$ cat src/hdl/rtc_cal_pkg.sv
// Shared types, constants and helper functions for the RTC calendar set/adjust block.
// No dependencies.
package rtc_cal_pkg;

   localparam logic [1:0] CMD_LOAD   = 2'd0;
   localparam logic [1:0] CMD_SET    = 2'd1;
   localparam logic [1:0] CMD_ADJUST = 2'd2;

   localparam logic [1:0] ST_OK    = 2'd0;
   localparam logic [1:0] ST_BAD   = 2'd1;
   localparam logic [1:0] ST_RANGE = 2'd2;

   typedef struct packed {
      logic [1:0]        command;
      logic [7:0]        field_second;
      logic [7:0]        field_minute;
      logic [7:0]        field_hour;
      logic [7:0]        field_weekday;
      logic [7:0]        field_date;
      logic [7:0]        field_month;
      logic [7:0]        field_year;
      logic signed [7:0] delta_hours;
   } req_type;

   typedef struct packed {
      logic [1:0] status;
      logic       rtc_write;
      logic       time_valid;
      logic [6:0] bcd_second;
      logic [6:0] bcd_minute;
      logic [5:0] bcd_hour;
      logic [2:0] weekday_out;
      logic [5:0] bcd_date;
      logic [4:0] bcd_month;
      logic [7:0] bcd_year;
   } rsp_type;

   function automatic logic [6:0] from_bcd(input logic [7:0] v);
      logic [6:0] hi;
      logic [6:0] lo;
      hi = {3'd0, v[7:4]};
      lo = {3'd0, v[3:0]};
      return 7'((hi << 3) + (hi << 1) + lo);
   endfunction

   function automatic logic [7:0] to_bcd(input logic [6:0] v);
      logic [10:0] p;
      logic [3:0]  t;
      logic [6:0]  tens;
      logic [6:0]  lo;
      p    = {4'd0, v} * 11'd13;
      t    = p[10:7];
      tens = {3'd0, t} * 7'd10;
      if (tens > v) begin
         t    = t - 4'd1;
         tens = tens - 7'd10;
      end
      if (v - tens > 7'd9) begin
         t    = t + 4'd1;
         tens = tens + 7'd10;
      end
      lo = v - tens;
      return {t, lo[3:0]};
   endfunction

   function automatic logic [4:0] month_len(input logic [6:0] yr, input logic [3:0] mo);
      logic [4:0] r;
      case (mo)
         4'd2:                      r = (yr[1:0] == 2'b00) ? 5'd29 : 5'd28;
         4'd4, 4'd6, 4'd9, 4'd11:   r = 5'd30;
         default:                   r = 5'd31;
      endcase
      return r;
   endfunction

   function automatic logic [2:0] sak(input logic [3:0] mo);
      logic [2:0] r;
      case (mo)
         4'd1: r = 3'd0;  4'd2: r = 3'd3;  4'd3: r = 3'd2;  4'd4: r = 3'd5;
         4'd5: r = 3'd0;  4'd6: r = 3'd3;  4'd7: r = 3'd5;  4'd8: r = 3'd1;
         4'd9: r = 3'd4;  4'd10: r = 3'd6; 4'd11: r = 3'd2; 4'd12: r = 3'd4;
         default: r = 3'd0;
      endcase
      return r;
   endfunction

endpackage

$ cat src/hdl/rtc_cal_step.sv
// Step unit: moves a date one day forward or back, with month and year carry.
// Depends on rtc_cal_pkg.
module rtc_cal_step
   import rtc_cal_pkg::*;
(
   input  logic        up,
   input  logic [7:0]  year_in,
   input  logic [3:0]  month_in,
   input  logic [4:0]  date_in,
   output logic [7:0]  year_out,
   output logic [3:0]  month_out,
   output logic [4:0]  date_out
);
   logic [3:0] pm;
   logic [7:0] py;
   always_comb begin
      year_out  = year_in;
      month_out = month_in;
      date_out  = date_in;
      pm = (month_in == 4'd1) ? 4'd12 : month_in - 4'd1;
      py = (month_in == 4'd1) ? year_in - 8'd1 : year_in;
      if (up) begin
         if (date_in >= month_len(year_in[6:0], month_in)) begin
            date_out = 5'd1;
            if (month_in == 4'd12) begin
               month_out = 4'd1;
               year_out  = year_in + 8'd1;
            end else begin
               month_out = month_in + 4'd1;
            end
         end else begin
            date_out = date_in + 5'd1;
         end
      end else begin
         if (date_in <= 5'd1) begin
            month_out = pm;
            year_out  = py;
            date_out  = month_len(py[6:0], pm);
         end else begin
            date_out = date_in - 5'd1;
         end
      end
   end
endmodule

$ cat src/hdl/rtc_calendar_set_adjust.sv
// RTC calendar keeper, years 2000-2099: load, set and adjust commands.
// One beat in, one beat out, one command at a time; req_ready is high only when idle.
// Load, a zero adjust and any rejected command answer the cycle after acceptance.
// Set forms the weekday sum in S_WD1, then reduces it mod 7 in S_WD2 (subtracting 56,
// 14 or 7 at each step) before its result is presented from S_OUT.
// Adjust first carries a loaded date beyond month length into the next month (S_NORM),
// then steps one day per day of offset (at most 6) through the carry unit (S_DAYS),
// then forms the weekday; out of century it answers after the day steps. The input
// is ready again the cycle after the result beat is taken.
// Depends on rtc_cal_pkg and rtc_cal_step.
module rtc_calendar_set_adjust
   import rtc_cal_pkg::*;
(
   input  logic    clock,
   input  logic    reset,
   input  logic    req_valid,
   output logic    req_ready,
   input  req_type req_data,
   output logic    rsp_valid,
   input  logic    rsp_ready,
   output rsp_type rsp_data
);
   typedef enum logic [5:0] {
      S_IDLE = 6'b000001, S_NORM = 6'b000010, S_DAYS = 6'b000100,
      S_WD1  = 6'b001000, S_WD2  = 6'b010000, S_OUT  = 6'b100000
   } state_type;

   state_type state_ff, state_in;
   logic [5:0] sec_ff, sec_in, min_ff, min_in;
   logic [4:0] hour_ff, hour_in, date_ff, date_in;
   logic [2:0] wd_ff, wd_in;
   logic [3:0] mon_ff, mon_in;
   logic [6:0] year_ff, year_in;
   logic       rdy_ff, rdy_in;
   // working copies
   logic [7:0] wy_ff, wy_in;
   logic [3:0] wm_ff, wm_in;
   logic [4:0] wd5_ff, wd5_in;
   logic [5:0] wmin_ff, wmin_in;
   logic [5:0] wsec_ff, wsec_in;
   logic [3:0] days_ff, days_in;
   logic       up_ff, up_in;
   logic [8:0] acc_ff, acc_in;
   logic [1:0] st_ff, st_in;
   logic       wr_ff, wr_in;
   logic       vout_ff, vout_in;

   logic [7:0] sy;
   logic [3:0] sm;
   logic [4:0] sd;
   rtc_cal_step u_step (
      .up(up_ff), .year_in(wy_ff), .month_in(wm_ff), .date_in(wd5_ff),
      .year_out(sy), .month_out(sm), .date_out(sd)
   );

   logic [6:0] l_s, l_mi, l_h12, l_h, l_d, l_mo, l_y;
   logic [2:0] l_wd;
   logic       l_ok, s_ok;
   logic [9:0] hsum;
   logic [6:0] yq;
   logic [8:0] wsum;
   logic [8:0] wsub;
   logic [9:0] hs10;

   always_comb begin
      l_s   = from_bcd({1'b0, req_data.field_second[6:0]});
      l_mi  = from_bcd({1'b0, req_data.field_minute[6:0]});
      l_h12 = from_bcd({3'd0, req_data.field_hour[4:0]});
      if (req_data.field_hour[6]) begin
         if (l_h12 == 7'd12) l_h = req_data.field_hour[5] ? 7'd12 : 7'd0;
         else l_h = l_h12 + (req_data.field_hour[5] ? 7'd12 : 7'd0);
      end else begin
         l_h = from_bcd({2'd0, req_data.field_hour[5:0]});
      end
      l_wd = req_data.field_weekday[2:0];
      l_d  = from_bcd({2'd0, req_data.field_date[5:0]});
      l_mo = from_bcd({3'd0, req_data.field_month[4:0]});
      l_y  = from_bcd(req_data.field_year);
      l_ok = (l_h <= 7'd23) && (l_mi <= 7'd59) && (l_s <= 7'd59) && (l_d >= 7'd1)
         && (l_d <= 7'd31) && (l_mo >= 7'd1) && (l_mo <= 7'd12) && (l_wd != 3'd0)
         && (l_y <= 7'd99) && (req_data.field_year[7:4] <= 4'd9);
      s_ok = (req_data.field_hour <= 8'd23) && (req_data.field_minute <= 8'd59)
         && (req_data.field_second <= 8'd59) && (req_data.field_month >= 8'd1)
         && (req_data.field_month <= 8'd12) && (req_data.field_date >= 8'd1)
         && (req_data.field_date <= {3'd0, month_len(req_data.field_year[6:0],
                                                      req_data.field_month[3:0])});
      hsum = 10'({{5{1'b0}}, hour_ff}) + 10'($signed(req_data.delta_hours));
      hs10 = hsum;
      // Sakamoto in years 1999..2099
      yq = 7'(wy_ff) - ((wm_ff < 4'd3) ? 7'd1 : 7'd0);
      wsum = (yq == 7'h7F) ? 9'd5 + 9'(sak(wm_ff)) + 9'(wd5_ff)
           : 9'(yq) + 9'(yq >> 2) + 9'(sak(wm_ff)) + 9'(wd5_ff);
      wsub = (acc_ff >= 9'd56) ? 9'd56 : ((acc_ff >= 9'd14) ? 9'd14 : 9'd7);
   end

   logic signed [9:0] h_s;
   logic [3:0]        dcount;
   logic              dneg;
   logic [4:0]        adj_hour;
   always_comb begin
      // Day offset of the hour shift: floor(hsum/24), |offset| <= 6
      h_s      = $signed(hs10);
      dneg     = h_s < 0;
      dcount   = 4'd0;
      adj_hour = 5'd0;
      for (int k = 6; k >= 1; k--) begin
         if (!dneg && h_s >= 10'(24 * k) && dcount == 4'd0) begin
            dcount   = 4'(k);
            adj_hour = 5'(h_s - 10'(24 * k));
         end
         if (dneg && h_s >= -10'(24 * k) && h_s < -10'(24 * (k - 1))) begin
            dcount   = 4'(k);
            adj_hour = 5'(h_s + 10'(24 * k));
         end
      end
      if (!dneg && dcount == 4'd0) adj_hour = 5'(h_s);
   end

   always_comb begin
      state_in = state_ff;
      sec_in = sec_ff; min_in = min_ff; hour_in = hour_ff; date_in = date_ff;
      wd_in = wd_ff; mon_in = mon_ff; year_in = year_ff; rdy_in = rdy_ff;
      wy_in = wy_ff; wm_in = wm_ff; wd5_in = wd5_ff; wmin_in = wmin_ff;
      wsec_in = wsec_ff; days_in = days_ff; up_in = up_ff; acc_in = acc_ff;
      st_in = st_ff; wr_in = wr_ff; vout_in = vout_ff;
      case (state_ff)
         S_IDLE: begin
            if (req_valid) begin
               st_in = ST_OK; wr_in = 1'b0; state_in = S_OUT; vout_in = 1'b1;
               case (req_data.command)
                  CMD_LOAD: begin
                     if (l_ok) begin
                        sec_in = l_s[5:0]; min_in = l_mi[5:0]; hour_in = l_h[4:0];
                        wd_in = l_wd; date_in = l_d[4:0]; mon_in = l_mo[3:0];
                        year_in = l_y; rdy_in = 1'b1;
                     end else st_in = ST_BAD;
                  end
                  CMD_SET: begin
                     if (req_data.field_year > 8'd99) st_in = ST_RANGE;
                     else if (!s_ok) st_in = ST_BAD;
                     else begin
                        wy_in = req_data.field_year; wm_in = req_data.field_month[3:0];
                        wd5_in = req_data.field_date[4:0];
                        wmin_in = req_data.field_minute[5:0];
                        wsec_in = req_data.field_second[5:0];
                        acc_in = {4'd0, req_data.field_hour[4:0]};
                        vout_in = 1'b0; state_in = S_WD1;
                     end
                  end
                  CMD_ADJUST: begin
                     if (req_data.delta_hours != 8'sd0) begin
                        wy_in = {1'b0, year_ff}; wm_in = mon_ff; wd5_in = date_ff;
                        wmin_in = min_ff; wsec_in = sec_ff;
                        acc_in = {4'd0, adj_hour}; days_in = dcount; up_in = !dneg;
                        vout_in = 1'b0; state_in = S_NORM;
                     end
                  end
                  default: st_in = ST_BAD;
               endcase
            end
         end
         S_NORM: begin
            // carry a loaded date beyond month length into the next month
            if (wd5_ff > month_len(wy_ff[6:0], wm_ff)) begin
               wd5_in = wd5_ff - month_len(wy_ff[6:0], wm_ff);
               if (wm_ff == 4'd12) begin wm_in = 4'd1; wy_in = wy_ff + 8'd1; end
               else wm_in = wm_ff + 4'd1;
            end else state_in = S_DAYS;
         end
         S_DAYS: begin
            if (days_ff != 4'd0) begin
               wy_in = sy; wm_in = sm; wd5_in = sd; days_in = days_ff - 4'd1;
            end else if (wy_ff > 8'd99) begin
               st_in = ST_RANGE; vout_in = 1'b1; state_in = S_OUT;
            end else state_in = S_WD1;
         end
         S_WD1: begin
            hour_in = acc_ff[4:0];
            acc_in = wsum;
            state_in = S_WD2;
         end
         S_WD2: begin
            if (acc_ff >= 9'd7) acc_in = acc_ff - wsub;
            else begin
               wd_in = 3'(acc_ff) + 3'd1;
               sec_in = wsec_ff; min_in = wmin_ff; date_in = wd5_ff;
               mon_in = wm_ff; year_in = wy_ff[6:0]; rdy_in = 1'b1;
               wr_in = 1'b1; st_in = ST_OK; vout_in = 1'b1; state_in = S_OUT;
            end
         end
         S_OUT: begin
            if (rsp_ready) begin vout_in = 1'b0; state_in = S_IDLE; end
         end
         default: state_in = S_IDLE;
      endcase
   end

   always_ff @(posedge clock) begin
      if (reset) begin
         state_ff <= S_IDLE;
         sec_ff <= '0; min_ff <= '0; hour_ff <= '0; wd_ff <= 3'd7;
         date_ff <= 5'd1; mon_ff <= 4'd1; year_ff <= '0; rdy_ff <= 1'b0;
         vout_ff <= 1'b0;
      end else begin
         state_ff <= state_in;
         sec_ff <= sec_in; min_ff <= min_in; hour_ff <= hour_in; wd_ff <= wd_in;
         date_ff <= date_in; mon_ff <= mon_in; year_ff <= year_in; rdy_ff <= rdy_in;
         vout_ff <= vout_in;
      end
      wy_ff <= wy_in; wm_ff <= wm_in; wd5_ff <= wd5_in;
      wmin_ff <= wmin_in; wsec_ff <= wsec_in; days_ff <= days_in; up_ff <= up_in;
      acc_ff <= acc_in; st_ff <= st_in; wr_ff <= wr_in;
   end

   assign req_ready = (state_ff == S_IDLE);
   assign rsp_valid = vout_ff;

   logic [7:0] b_sec, b_min, b_hour, b_date, b_mon, b_year;
   always_comb begin
      b_sec  = to_bcd({1'b0, sec_ff});
      b_min  = to_bcd({1'b0, min_ff});
      b_hour = to_bcd({2'd0, hour_ff});
      b_date = to_bcd({2'd0, date_ff});
      b_mon  = to_bcd({3'd0, mon_ff});
      b_year = to_bcd(year_ff);
      rsp_data.status      = st_ff;
      rsp_data.rtc_write   = wr_ff;
      rsp_data.time_valid  = rdy_ff;
      rsp_data.bcd_second  = b_sec[6:0];
      rsp_data.bcd_minute  = b_min[6:0];
      rsp_data.bcd_hour    = b_hour[5:0];
      rsp_data.weekday_out = wd_ff;
      rsp_data.bcd_date    = b_date[5:0];
      rsp_data.bcd_month   = b_mon[4:0];
      rsp_data.bcd_year    = b_year;
   end

`ifndef ASSERT_OFF
   a_ready_idle: assert property (@(posedge clock) disable iff (reset)
      rsp_valid |-> !req_ready) else $error("ready while result pending");
   a_write_ok: assert property (@(posedge clock) disable iff (reset)
      (rsp_valid && rsp_data.rtc_write) |-> (rsp_data.status == ST_OK))
      else $error("write strobe with error status");
   a_write_valid: assert property (@(posedge clock) disable iff (reset)
      (rsp_valid && rsp_data.rtc_write) |-> rsp_data.time_valid)
      else $error("write without valid time");
   a_hold: assert property (@(posedge clock) disable iff (reset)
      (rsp_valid && !rsp_ready) |=> (rsp_valid && $stable(rsp_data)))
      else $error("result dropped");
`endif
endmodule

$ cat config.mk
export PLATFORM = sky130hd
export DESIGN_NAME = rtc_calendar_set_adjust
export DESIGN_NICKNAME = d
export VERILOG_FILES = /design/src/hdl/rtc_cal_pkg.sv /design/src/hdl/rtc_cal_step.sv /design/src/hdl/rtc_calendar_set_adjust.sv
export SDC_FILE = /design/constraint.sdc
export NUM_CORES = 1
export LEC_CHECK = 0
export BUFFER_PORTS_ARGS = -buffer_cell sky130_fd_sc_hd__clkbuf_2
export CAP_MARGIN = 15
export CORE_AREA = 2 2 132 186
export CTS_BUF_LIST = sky130_fd_sc_hd__clkbuf_16
export DETAILED_ROUTE_END_ITERATION = 10
export DIE_AREA = 0 0 134 188
export GPL_TIMING_DRIVEN = 1
export PLACE_DENSITY = 0.85
export SYNTH_ARGS = -nofsm -noshare
export SYNTH_HDL_FRONTEND = slang
export SYNTH_SLANG_ARGS = --single-unit
$ cat constraint.sdc
create_clock -name clock -period 9.93 [get_ports clock]
set_clock_uncertainty 0.1 [all_clocks]
set_input_delay 1.4895 -clock clock [delete_from_list [all_inputs] [get_ports clock]]
set_output_delay 1.4895 -clock clock [all_outputs]
set_load 0.03 [all_outputs]
==> report_table.html, run 1 <==
<table>
<tr><th>Metric</th><th>Value</th></tr>
<tr><th colspan="2">Run status</th></tr>
<tr><td>Result of the run</td><td>finished, final reports clean</td></tr>
<tr><th colspan="2">Routing</th></tr>
<tr><td>DRC Markers</td><td>0</td></tr>
<tr><td>Wire length reported by the detailed router</td><td>39.7 mm</td></tr>
<tr><td>Average wire per standard cell</td><td>19.0 um</td></tr>
<tr><td>Via density per instance</td><td>6.28</td></tr>
<tr><td>Number of routed nets with antenna violations</td><td>0</td></tr>
<tr><td>Vias after detailed routing</td><td>13148</td></tr>
<tr><td>TritonRoute pass-1 iters</td><td>8</td></tr>
<tr><td>Initial detailed-routing violation count</td><td>1106</td></tr>
<tr><th colspan="2">Logic synthesis</th></tr>
<tr><td>Cell type with the largest total area after synthesis</td><td>sky130_fd_sc_hd__ha_1</td></tr>
<tr><td>Syn Inst Count</td><td>1674</td></tr>
<tr><td>Post-synth top area share</td><td>22.0%</td></tr>
<tr><td>Library cell with the highest instance count after synthesis</td><td>sky130_fd_sc_hd__ha_1</td></tr>
<tr><td>Sequential share of the synthesized area</td><td>16.7%</td></tr>
<tr><td>Number of unique standard cell types used by synthesis</td><td>85</td></tr>
<tr><td>Post-Syn Area per Cell</td><td>8.30 sq um</td></tr>
<tr><td>Number of enable flip-flop cells after synthesis</td><td>46</td></tr>
<tr><td>Commonest cells in the synthesized netlist</td><td>sky130_fd_sc_hd__ha_1 (244), sky130_fd_sc_hd__inv_1 (207), sky130_fd_sc_hd__nand2_1 (131)</td></tr>
<tr><td>Synth area leaders</td><td>sky130_fd_sc_hd__ha_1 (22%), sky130_fd_sc_hd__edfxtp_1 (9.9%), sky130_fd_sc_hd__dfxtp_1 (6.8%)</td></tr>
<tr><td>Top FF cell, synth</td><td>sky130_fd_sc_hd__dfxtp_1</td></tr>
<tr><td>Summed instance area of the synthesized netlist</td><td>0.0139 sq mm</td></tr>
<tr><td>Syn Nets</td><td>2033</td></tr>
<tr><td>Synthesis Warnings</td><td>0</td></tr>
<tr><td>Flops &amp; latches, synth</td><td>93</td></tr>
<tr><td>Asr flop ratio synth</td><td>0%</td></tr>
<tr><th colspan="2">Global routing</th></tr>
<tr><td>Total routing resource utilization after global routing</td><td>30.7%</td></tr>
<tr><td>Global-route congestion overflow total</td><td>0</td></tr>
<tr><td>Pin count of the biggest net entering global routing</td><td>61</td></tr>
<tr><td>Global-route wire length before repair</td><td>63.0 mm</td></tr>
<tr><td>Antenna violations before repair</td><td>4</td></tr>
<tr><td>Vias in the first global route</td><td>13051</td></tr>
<tr><th colspan="2">Die</th></tr>
<tr><td>Initial cell density of the core</td><td>59.0%</td></tr>
<tr><td>Placeable Area</td><td>0.0236 sq mm</td></tr>
<tr><td>Ports</td><td>118</td></tr>
<tr><td>Vert. Die Dim</td><td>188 um</td></tr>
<tr><td>Die width</td><td>134 um</td></tr>
<tr><td>Standard-cell row count</td><td>67</td></tr>
<tr><td>Die outline area</td><td>0.0252 sq mm</td></tr>
<tr><th colspan="2">Critical path</th></tr>
<tr><td>Highest cell delay on the worst timing path</td><td>500 ps</td></tr>
<tr><td>Critical path class</td><td>flip-flop to output port</td></tr>
<tr><td>Required time worst endpoint</td><td>8340 ps</td></tr>
<tr><td>CP endpoint kind</td><td>output port</td></tr>
<tr><td>Arrival time worst endpoint</td><td>8120 ps</td></tr>
<tr><td>Cell at the slowest stage of the critical path</td><td>sky130_fd_sc_hd__fa_1</td></tr>
<tr><td>Largest fanout on the critical path</td><td>5</td></tr>
<tr><td>Most common cell on crit path</td><td>sky130_fd_sc_hd__ha_1</td></tr>
<tr><td>Critical path startpoint category</td><td>flip-flop</td></tr>
<tr><th colspan="2">CTS</th></tr>
<tr><td>Clock Path Buffers</td><td>2</td></tr>
<tr><td>Clock network latency to the later pin of the worst-skew pair</td><td>370 ps</td></tr>
<tr><td>Inserted Clock Buffers</td><td>9</td></tr>
<tr><td>Reg clk slew, reported paths</td><td>90 ps</td></tr>
<tr><td>Clock tree from TritonCTS</td><td>done</td></tr>
<tr><td>CTS hold repair buffers</td><td>0</td></tr>
<tr><td>H-tree Lvls</td><td>3</td></tr>
<tr><td>Clock tree sinks</td><td>93</td></tr>
<tr><td>Root buffer cell</td><td>sky130_fd_sc_hd__clkbuf_16</td></tr>
<tr><th colspan="2">Power and ir drop</th></tr>
<tr><td>Static Leak</td><td>0.00736 uW</td></tr>
<tr><td>Highest ir drop seen on vdd</td><td>0.00108 V</td></tr>
<tr><td>Power density over cell area</td><td>327 mW/mm^2</td></tr>
<tr><td>Overall power of the completed layout</td><td>5070 uW</td></tr>
<tr><th colspan="2">Timing</th></tr>
<tr><td>Total negative slack</td><td>0 ps</td></tr>
<tr><td>Fin Hold WS</td><td>442 ps</td></tr>
<tr><td>Endpoints failing hold</td><td>0</td></tr>
<tr><td>Slew of the pin with the lowest slew margin</td><td>1160 ps</td></tr>
<tr><td>Fin crit period</td><td>9710 ps</td></tr>
<tr><td>Tightest slew margin relative to the limit</td><td>22.5%</td></tr>
<tr><td>Max Transition Viols Final</td><td>0</td></tr>
<tr><td>Share of the clock period used by the worst path after layout</td><td>97.7%</td></tr>
<tr><td>Highest achievable clock rate</td><td>103 MHz</td></tr>
<tr><td>Final setup violation count</td><td>0</td></tr>
<tr><th colspan="2">Placed design</th></tr>
<tr><td>DP Wirelength</td><td>30.3 mm</td></tr>
<tr><td>Post-DP Area</td><td>0.0147 sq mm</td></tr>
<tr><td>Routability congestion estimate from global placement</td><td>0.969</td></tr>
<tr><td>Number of buffer cells added on primary ports</td><td>112</td></tr>
<tr><th colspan="2">Hold path</th></tr>
<tr><td>Kind of path behind the tightest hold check</td><td>flip-flop to flip-flop</td></tr>
<tr><th colspan="2">Cells and area</th></tr>
<tr><td>Layout filler cell count</td><td>1834</td></tr>
<tr><td>Area delta synth-&gt;final</td><td>11.7%</td></tr>
<tr><td>Net count of the finished layout</td><td>2135</td></tr>
<tr><td>Final Cell Area</td><td>0.0155 sq mm</td></tr>
<tr><td>Share of layout cells above drive strength 1</td><td>15.4%</td></tr>
<tr><th colspan="2">Run</th></tr>
<tr><td>MaxCap Viol Count</td><td>0</td></tr>
</table>
## per-layer routing
| layer | routed length, um | track usage (%) | share of wire, % | vias up |
|---|---|---|---|---|
| li1 | - | - | - | 6141 |
| met1 | 14200 | 32.8 | 36 | 6251 |
| met2 | 20600 | 56.8 | 52 | 579 |
| met3 | 2690 | 5.65 | 6.8 | 175 |
| met4 | 2260 | 15.5 | 5.7 | 2 |
| met5 | 12 | 0 | 0.030 | - |
## cell type report
class	count	area, sq um	share of cell area, %
clock buffers	9	225	1.45
well taps	310	388	2.50
clock inverters	7	88.8	0.572
multi-input cells	1315	10900	70.0
diodes	1	2.50	0.0161
repair buffers	148	838	5.40
flip-flops and latches	93	2330	15.0
inverters	209	786	5.06
## cell usage in the layout (no fill, tap or decap), types with 11 or more instances in the layout
cell type,count
sky130_fd_sc_hd__mux2_2,18
sky130_fd_sc_hd__nand3_1,28
sky130_fd_sc_hd__clkbuf_2,109
sky130_fd_sc_hd__o211ai_1,11
sky130_fd_sc_hd__o21ai_0,56
sky130_fd_sc_hd__inv_1,202
sky130_fd_sc_hd__nor4_1,19
sky130_fd_sc_hd__nor2b_1,33
sky130_fd_sc_hd__ha_1,237
sky130_fd_sc_hd__a21o_1,35
sky130_fd_sc_hd__edfxtp_1,46
sky130_fd_sc_hd__dfxtp_1,41
sky130_fd_sc_hd__a311oi_1,27
sky130_fd_sc_hd__xnor2_1,75
sky130_fd_sc_hd__nor3_1,31
sky130_fd_sc_hd__a31oi_1,11
sky130_fd_sc_hd__a211oi_1,21
sky130_fd_sc_hd__fa_1,40
sky130_fd_sc_hd__nand2_1,130
sky130_fd_sc_hd__nor2_1,127
sky130_fd_sc_hd__a21oi_1,98
sky130_fd_sc_hd__o22ai_1,15
sky130_fd_sc_hd__o21a_1,16
sky130_fd_sc_hd__xor2_1,28
sky130_fd_sc_hd__nand2b_1,12
sky130_fd_sc_hd__mux2i_1,32
sky130_fd_sc_hd__buf_4,38
## through the flow
step / worst slack [ps] / cells / utilization [%]
finish: 224 / 2092 / 65.9
global route: -154 / 2091 / 65.9
global placement: 359 / 2057 / 62.6
detailed placement: 109 / 2057 / 62.6
floorplan: 2.21 / 1674 / -
CTS: -62.2 / 2074 / 64.1
## sequential cells by signal, summed over array words and instances, names as in the netlist, named ones only
name       flops
wr_ff          1
wd_ff          3
sec_ff         6
wm_ff          4
wsec_ff        6
mon_ff         4
acc_ff         9
wy_ff          8
rsp_valid      1
hour_ff        5
wmin_ff        6
wd5_ff         5
state_ff       6
year_ff        7
min_ff         6
date_ff        5
up_ff          1
rdy_ff         1
st_ff          2
days_ff        4
## what timing repair did
item,in CTS,in global routing
pin swaps,1,44
gates resized for setup,12,81
buffers inserted,1,17
setup endpoints to repair,3,6
endpoints found under the hold margin,0,0
## final timing paths
path,start,to,slack [ps],depth (start not counted)
setup / recovery,sec_ff[1],rsp_data[38],220,37
hold / removal,rdy_ff,rdy_ff,440,2
hold reg to reg,rdy_ff,rdy_ff,440,2
setup reg to reg,wm_ff[0],acc_ff[4],4690,18
## power breakdown
| part | switching [uW] | internal [uW] | leakage (uW) |
|---|---|---|---|
| Clock | 187 | 182 | 0.000152 |
| Sequential | 74.0 | 459 | 0.000815 |
| Combinational | 2560 | 1610 | 0.00639 |
| Total | 2820 | 2250 | 0.00736 |
## logic make-up after synthesis
kind of cell	share of synthesized area, %
AO/OA/AOI/OAI	19.5
flip-flops	16.7
multiplexers	4.09
AND/OR/NAND/NOR	16.1
adder cells (fa/ha/maj)	28.4
buffers and inverters	7.52
XOR/XNOR	7.68
## critical path: cells and delay by family (launching register included)
kind	cells	cell delay (ps)
AO/OA/AOI/OAI	9	1820
XOR/XNOR	6	1110
adder cells (fa/ha/maj)	10	3140
buffers and inverters	7	670
flip-flops	1	360
AND/OR/NAND/NOR	5	650
No activity file was read; power rests on OpenSTA's default activity.
==> run 2: changes to the inputs <==
--- a/config.mk
+++ b/config.mk
@@ -5,12 +5,13 @@
 export SDC_FILE = /design/constraint.sdc
 export NUM_CORES = 1
 export LEC_CHECK = 0
+export ABC_CLOCK_PERIOD_IN_PS = 8400
 export BUFFER_PORTS_ARGS = -buffer_cell sky130_fd_sc_hd__clkbuf_2
 export CAP_MARGIN = 15
-export CORE_AREA = 2 2 132 186
+export CORE_AREA = 2 2 135 190
 export CTS_BUF_LIST = sky130_fd_sc_hd__clkbuf_16
 export DETAILED_ROUTE_END_ITERATION = 10
-export DIE_AREA = 0 0 134 188
+export DIE_AREA = 0 0 137 192
 export GPL_TIMING_DRIVEN = 1
 export PLACE_DENSITY = 0.85
 export SYNTH_ARGS = -nofsm -noshare
==> constraint.sdc (replaced) <==
create_clock -name clock -period 8.4 [get_ports clock]
set_clock_uncertainty 0.1 [all_clocks]
set_input_delay 1.26 -clock clock [delete_from_list [all_inputs] [get_ports clock]]
set_output_delay 1.26 -clock clock [all_outputs]
set_load 0.03 [all_outputs]
==> run 2 against run 1 <==
The flow now finishes with violations (negative setup slack). Non-clock buffer count is 103 higher. Count of clock-buffer cells in the layout is the same. Worst setup slack worse by 1300 ps. Largest cell class unchanged.
==> report_table.html, run 2 (synthesis results as in run 1) <==
<table>
<tr><th>Metric</th><th>Value</th></tr>
<tr><th colspan="2">Run status</th></tr>
<tr><td>Result of the run</td><td>finished, violations left</td></tr>
<tr><td>Violated checks</td><td>negative setup slack</td></tr>
<tr><th colspan="2">CTS</th></tr>
<tr><td>Clock tree from TritonCTS</td><td>done</td></tr>
<tr><td>Clock network latency to the later pin of the worst-skew pair</td><td>360 ps (about the same)</td></tr>
<tr><td>Root buffer cell</td><td>sky130_fd_sc_hd__clkbuf_16</td></tr>
<tr><td>Reg clk slew, reported paths</td><td>70 ps (-20 ps)</td></tr>
<tr><td>H-tree Lvls</td><td>3 (unchanged)</td></tr>
<tr><td>CTS hold repair buffers</td><td>0 (unchanged)</td></tr>
<tr><td>Clock Path Buffers</td><td>2 (unchanged)</td></tr>
<tr><td>Inserted Clock Buffers</td><td>9 (unchanged)</td></tr>
<tr><td>Clock tree sinks</td><td>93 (unchanged)</td></tr>
<tr><th colspan="2">Global routing</th></tr>
<tr><td>Antenna violations before repair</td><td>4 (unchanged)</td></tr>
<tr><td>Total routing resource utilization after global routing</td><td>31.6% (+0.96 points)</td></tr>
<tr><td>Global Route met3 Usage</td><td>5.54% (-0.11 points)</td></tr>
<tr><td>Met1 usage</td><td>33.0% (+0.21 points)</td></tr>
<tr><td>Global-route congestion overflow total</td><td>0 (unchanged)</td></tr>
<tr><td>Pin count of the biggest net entering global routing</td><td>50 (-18%)</td></tr>
<tr><td>Vias in the first global route</td><td>14106 (+8.1%)</td></tr>
<tr><td>Met2 usage</td><td>58.1% (+1.3 points)</td></tr>
<tr><td>Global-route wire length before repair</td><td>66.7 mm (+5.8%)</td></tr>
<tr><td>GRT Max-Usage Layer</td><td>met2</td></tr>
<tr><th colspan="2">Die</th></tr>
<tr><td>Die outline area</td><td>0.0263 sq mm (+4.4%)</td></tr>
<tr><td>Standard-cell row count</td><td>68 (+1.5%)</td></tr>
<tr><td>Ports</td><td>118 (unchanged)</td></tr>
<tr><td>Vert. Die Dim</td><td>192 um (+2.1%)</td></tr>
<tr><td>Placeable Area</td><td>0.0245 sq mm (+4.0%)</td></tr>
<tr><td>Die width</td><td>137 um (+2.2%)</td></tr>
<tr><td>Initial cell density of the core</td><td>56.7% (-2.3 points)</td></tr>
<tr><th colspan="2">Critical path</th></tr>
<tr><td>Critical path startpoint category</td><td>flip-flop</td></tr>
<tr><td>CP endpoint kind</td><td>output port</td></tr>
<tr><td>Slack of the worst reg-to-reg path</td><td>3130 ps (-1560 ps)</td></tr>
<tr><td>Reg-to-Reg End</td><td>acc_ff[4]</td></tr>
<tr><td>Count of buffer and inverter cells on the critical path</td><td>7 (unchanged)</td></tr>
<tr><td>Critical path's top delay family</td><td>adder cells</td></tr>
<tr><td>Worst setup startpoint</td><td>year_ff[2]</td></tr>
<tr><td>Critical R2R Launch</td><td>wm_ff[0]</td></tr>
<tr><td>Cell at the slowest stage of the critical path</td><td>sky130_fd_sc_hd__fa_2</td></tr>
<tr><td>Largest fanout on the critical path</td><td>5 (unchanged)</td></tr>
<tr><td>Arrival time worst endpoint</td><td>8120 ps (about the same)</td></tr>
<tr><td>Highest cell delay on the worst timing path</td><td>520 ps (+20 ps)</td></tr>
<tr><td>Critical path class</td><td>flip-flop to output port</td></tr>
<tr><td>Depth of the most critical reg-to-reg path</td><td>18 (unchanged)</td></tr>
<tr><td>Required time worst endpoint</td><td>7040 ps (-1300 ps)</td></tr>
<tr><td>Most common cell on crit path</td><td>sky130_fd_sc_hd__inv_2</td></tr>
<tr><th colspan="2">Timing</th></tr>
<tr><td>Setup slack of the critical path after layout</td><td>-1080 ps (-1300 ps)</td></tr>
<tr><td>Highest achievable clock rate</td><td>106 MHz</td></tr>
<tr><td>Max Transition Viols Final</td><td>0 (unchanged)</td></tr>
<tr><td>Tightest slew margin relative to the limit</td><td>26.2% (+3.7 points)</td></tr>
<tr><td>Final setup violation count</td><td>14 (+14)</td></tr>
<tr><td>Fin crit period</td><td>9480 ps</td></tr>
<tr><td>Unrepaired setup endpoints after global routing</td><td>true</td></tr>
<tr><td>Share of the clock period used by the worst path after layout</td><td>113%</td></tr>
<tr><td>Endpoints failing hold</td><td>0 (unchanged)</td></tr>
<tr><td>Slew of the pin with the lowest slew margin</td><td>1090 ps (-69.3 ps)</td></tr>
<tr><th colspan="2">Hold path</th></tr>
<tr><td>Endpoint, Worst Hold</td><td>sec_ff[1]</td></tr>
<tr><td>Kind of path behind the tightest hold check</td><td>flip-flop to flip-flop</td></tr>
<tr><td>Cell depth of the worst hold path</td><td>2 (unchanged)</td></tr>
<tr><td>Hold Crit Start</td><td>wsec_ff[1]</td></tr>
<tr><th colspan="2">Routing</th></tr>
<tr><td>Vias after detailed routing</td><td>13873 (+5.5%)</td></tr>
<tr><td>Wire length reported by the detailed router</td><td>44.1 mm (+11%)</td></tr>
<tr><td>Initial detailed-routing violation count</td><td>985 (-11%)</td></tr>
<tr><td>Average wire per standard cell</td><td>20.0 um (+5.4%)</td></tr>
<tr><td>DRC Markers</td><td>0 (unchanged)</td></tr>
<tr><td>Via density per instance</td><td>6.30 (+0.29%)</td></tr>
<tr><td>TritonRoute pass-1 iters</td><td>6 (-2)</td></tr>
<tr><td>Number of routed nets with antenna violations</td><td>0 (unchanged)</td></tr>
<tr><th colspan="2">Power and ir drop</th></tr>
<tr><td>Overall power of the completed layout</td><td>7700 uW (+52%)</td></tr>
<tr><td>Static Leak</td><td>0.00802 uW (+9.0%)</td></tr>
<tr><td>Highest ir drop seen on vdd</td><td>0.00159 V (+48%)</td></tr>
<tr><td>Power density over cell area</td><td>454 mW/mm^2 (+39%)</td></tr>
<tr><th colspan="2">Cells and area</th></tr>
<tr><td>Registers with the most flip-flops</td><td>acc_ff x9, wy_ff x8, year_ff x7</td></tr>
<tr><td>Register name with the most flops</td><td>acc_ff</td></tr>
<tr><td>Area delta synth-&gt;final</td><td>22.2%</td></tr>
<tr><td>Most frequent cells in the layout</td><td>sky130_fd_sc_hd__ha_1 (218), sky130_fd_sc_hd__inv_1 (187), sky130_fd_sc_hd__buf_4 (134)</td></tr>
<tr><td>Number of flip-flops in the largest register</td><td>9 (unchanged)</td></tr>
<tr><td>Net count of the finished layout</td><td>2238 (+4.8%)</td></tr>
<tr><td>Most frequent standard cell in the layout excluding fill and tap cells</td><td>sky130_fd_sc_hd__ha_1</td></tr>
<tr><td>Share of layout cells above drive strength 1</td><td>25.0% (+9.6 points)</td></tr>
<tr><th colspan="2">Placed design</th></tr>
<tr><td>Setup Slack @ Placement</td><td>-492 ps (-600 ps)</td></tr>
<tr><td>Number of buffer cells added on primary ports</td><td>112 (unchanged)</td></tr>
<tr><td>Routability congestion estimate from global placement</td><td>1.01 (+4.3%)</td></tr>
<tr><td>DP Wirelength</td><td>31.6 mm (+4.1%)</td></tr>
<tr><th colspan="2">Run</th></tr>
<tr><td>MaxCap Viol Count</td><td>0 (unchanged)</td></tr>
</table>
[run 2: cell count changes in the layout (fill, tap and decap cells not counted), sizes merged]
cell	before	now
diode	1	2
buf	38	152
inv	210	211
clkbuf	119	108
clkinv	6	4
bufinv	0	1
[run 2: how the worst max path moves through the flow]
stage                   end  slack [ps]  cells after the start
2_1_floorplan   rsp_data[3]        -500                     37
3_3_place_gp    rsp_data[3]        -300                     38
3_5_place_dp    rsp_data[3]        -490                     35
4_1_cts        rsp_data[31]        -700                     37
5_1_grt         rsp_data[3]       -1270                     38
6_report        rsp_data[3]       -1080                     37
[run 2: layout make-up]
| cell class | instances | area (sq um) |
|---|---|---|
| clock buffers | 9 | 225 |
| flip-flops and latches | 93 | 2350 |
| fillers | 1799 | 7520 |
| multi-input cells | 1315 | 11400 |
| clock inverters | 7 | 87.6 |
| well taps | 315 | 394 |
| inverters | 209 | 791 |
| diodes | 2 | 5.00 |
| repair buffers | 251 | 1740 |
[run 2: worst register-to-register path, cell delays in order (launching register included)]
cell,delay (ps)
sky130_fd_sc_hd__edfxtp_1,520
sky130_fd_sc_hd__ha_1,300
sky130_fd_sc_hd__nor3_1,150
sky130_fd_sc_hd__ha_1,220
sky130_fd_sc_hd__ha_1,220
sky130_fd_sc_hd__nor3b_1,240
sky130_fd_sc_hd__xnor2_1,220
sky130_fd_sc_hd__inv_1,130
sky130_fd_sc_hd__fa_1,510
sky130_fd_sc_hd__fa_1,550
sky130_fd_sc_hd__ha_1,320
sky130_fd_sc_hd__a21o_1,180
sky130_fd_sc_hd__a21oi_1,260
sky130_fd_sc_hd__xnor2_1,110
sky130_fd_sc_hd__mux2i_1,250
sky130_fd_sc_hd__nor2_1,90
sky130_fd_sc_hd__a221o_1,320
sky130_fd_sc_hd__and4bb_1,280
sky130_fd_sc_hd__a21oi_1,70
[run 2: stage by stage]
stage                     area, sq um  std cells  util (%)  hold slack, ps  TNS, ps
after floorplan                 14300       1674         -             342    -1020
after global placement          15700       2143      64.2             392     -514
after detailed placement        15700       2143      64.2             396    -1440
after CTS                       16500       2178      67.3             409    -2380
after global routing            17000       2200      69.3             442    -8280
final                           17000       2201      69.3             433    -5030
[run 2: where the power goes]
group | internal [uW] | switching (uW)
Sequential | 544 | 65.2
Clock | 239 | 204
Combinational | 3030 | 3620
Total | 3820 | 3890
[run 2: timing repair]
item | 4_1_cts | 5_1_grt
pin swaps | 67 | 89
resized for setup | 80 | 105
endpoints found under the setup margin | 12 | 22
setup buffers | 19 | 23
[run 2: per-layer routing]
metal,up-vias,part of all wire [%]
li1,6368,-
met1,6647,35
met2,648,52
met3,208,7.2
met4,2,5.7
met5,-,0.034
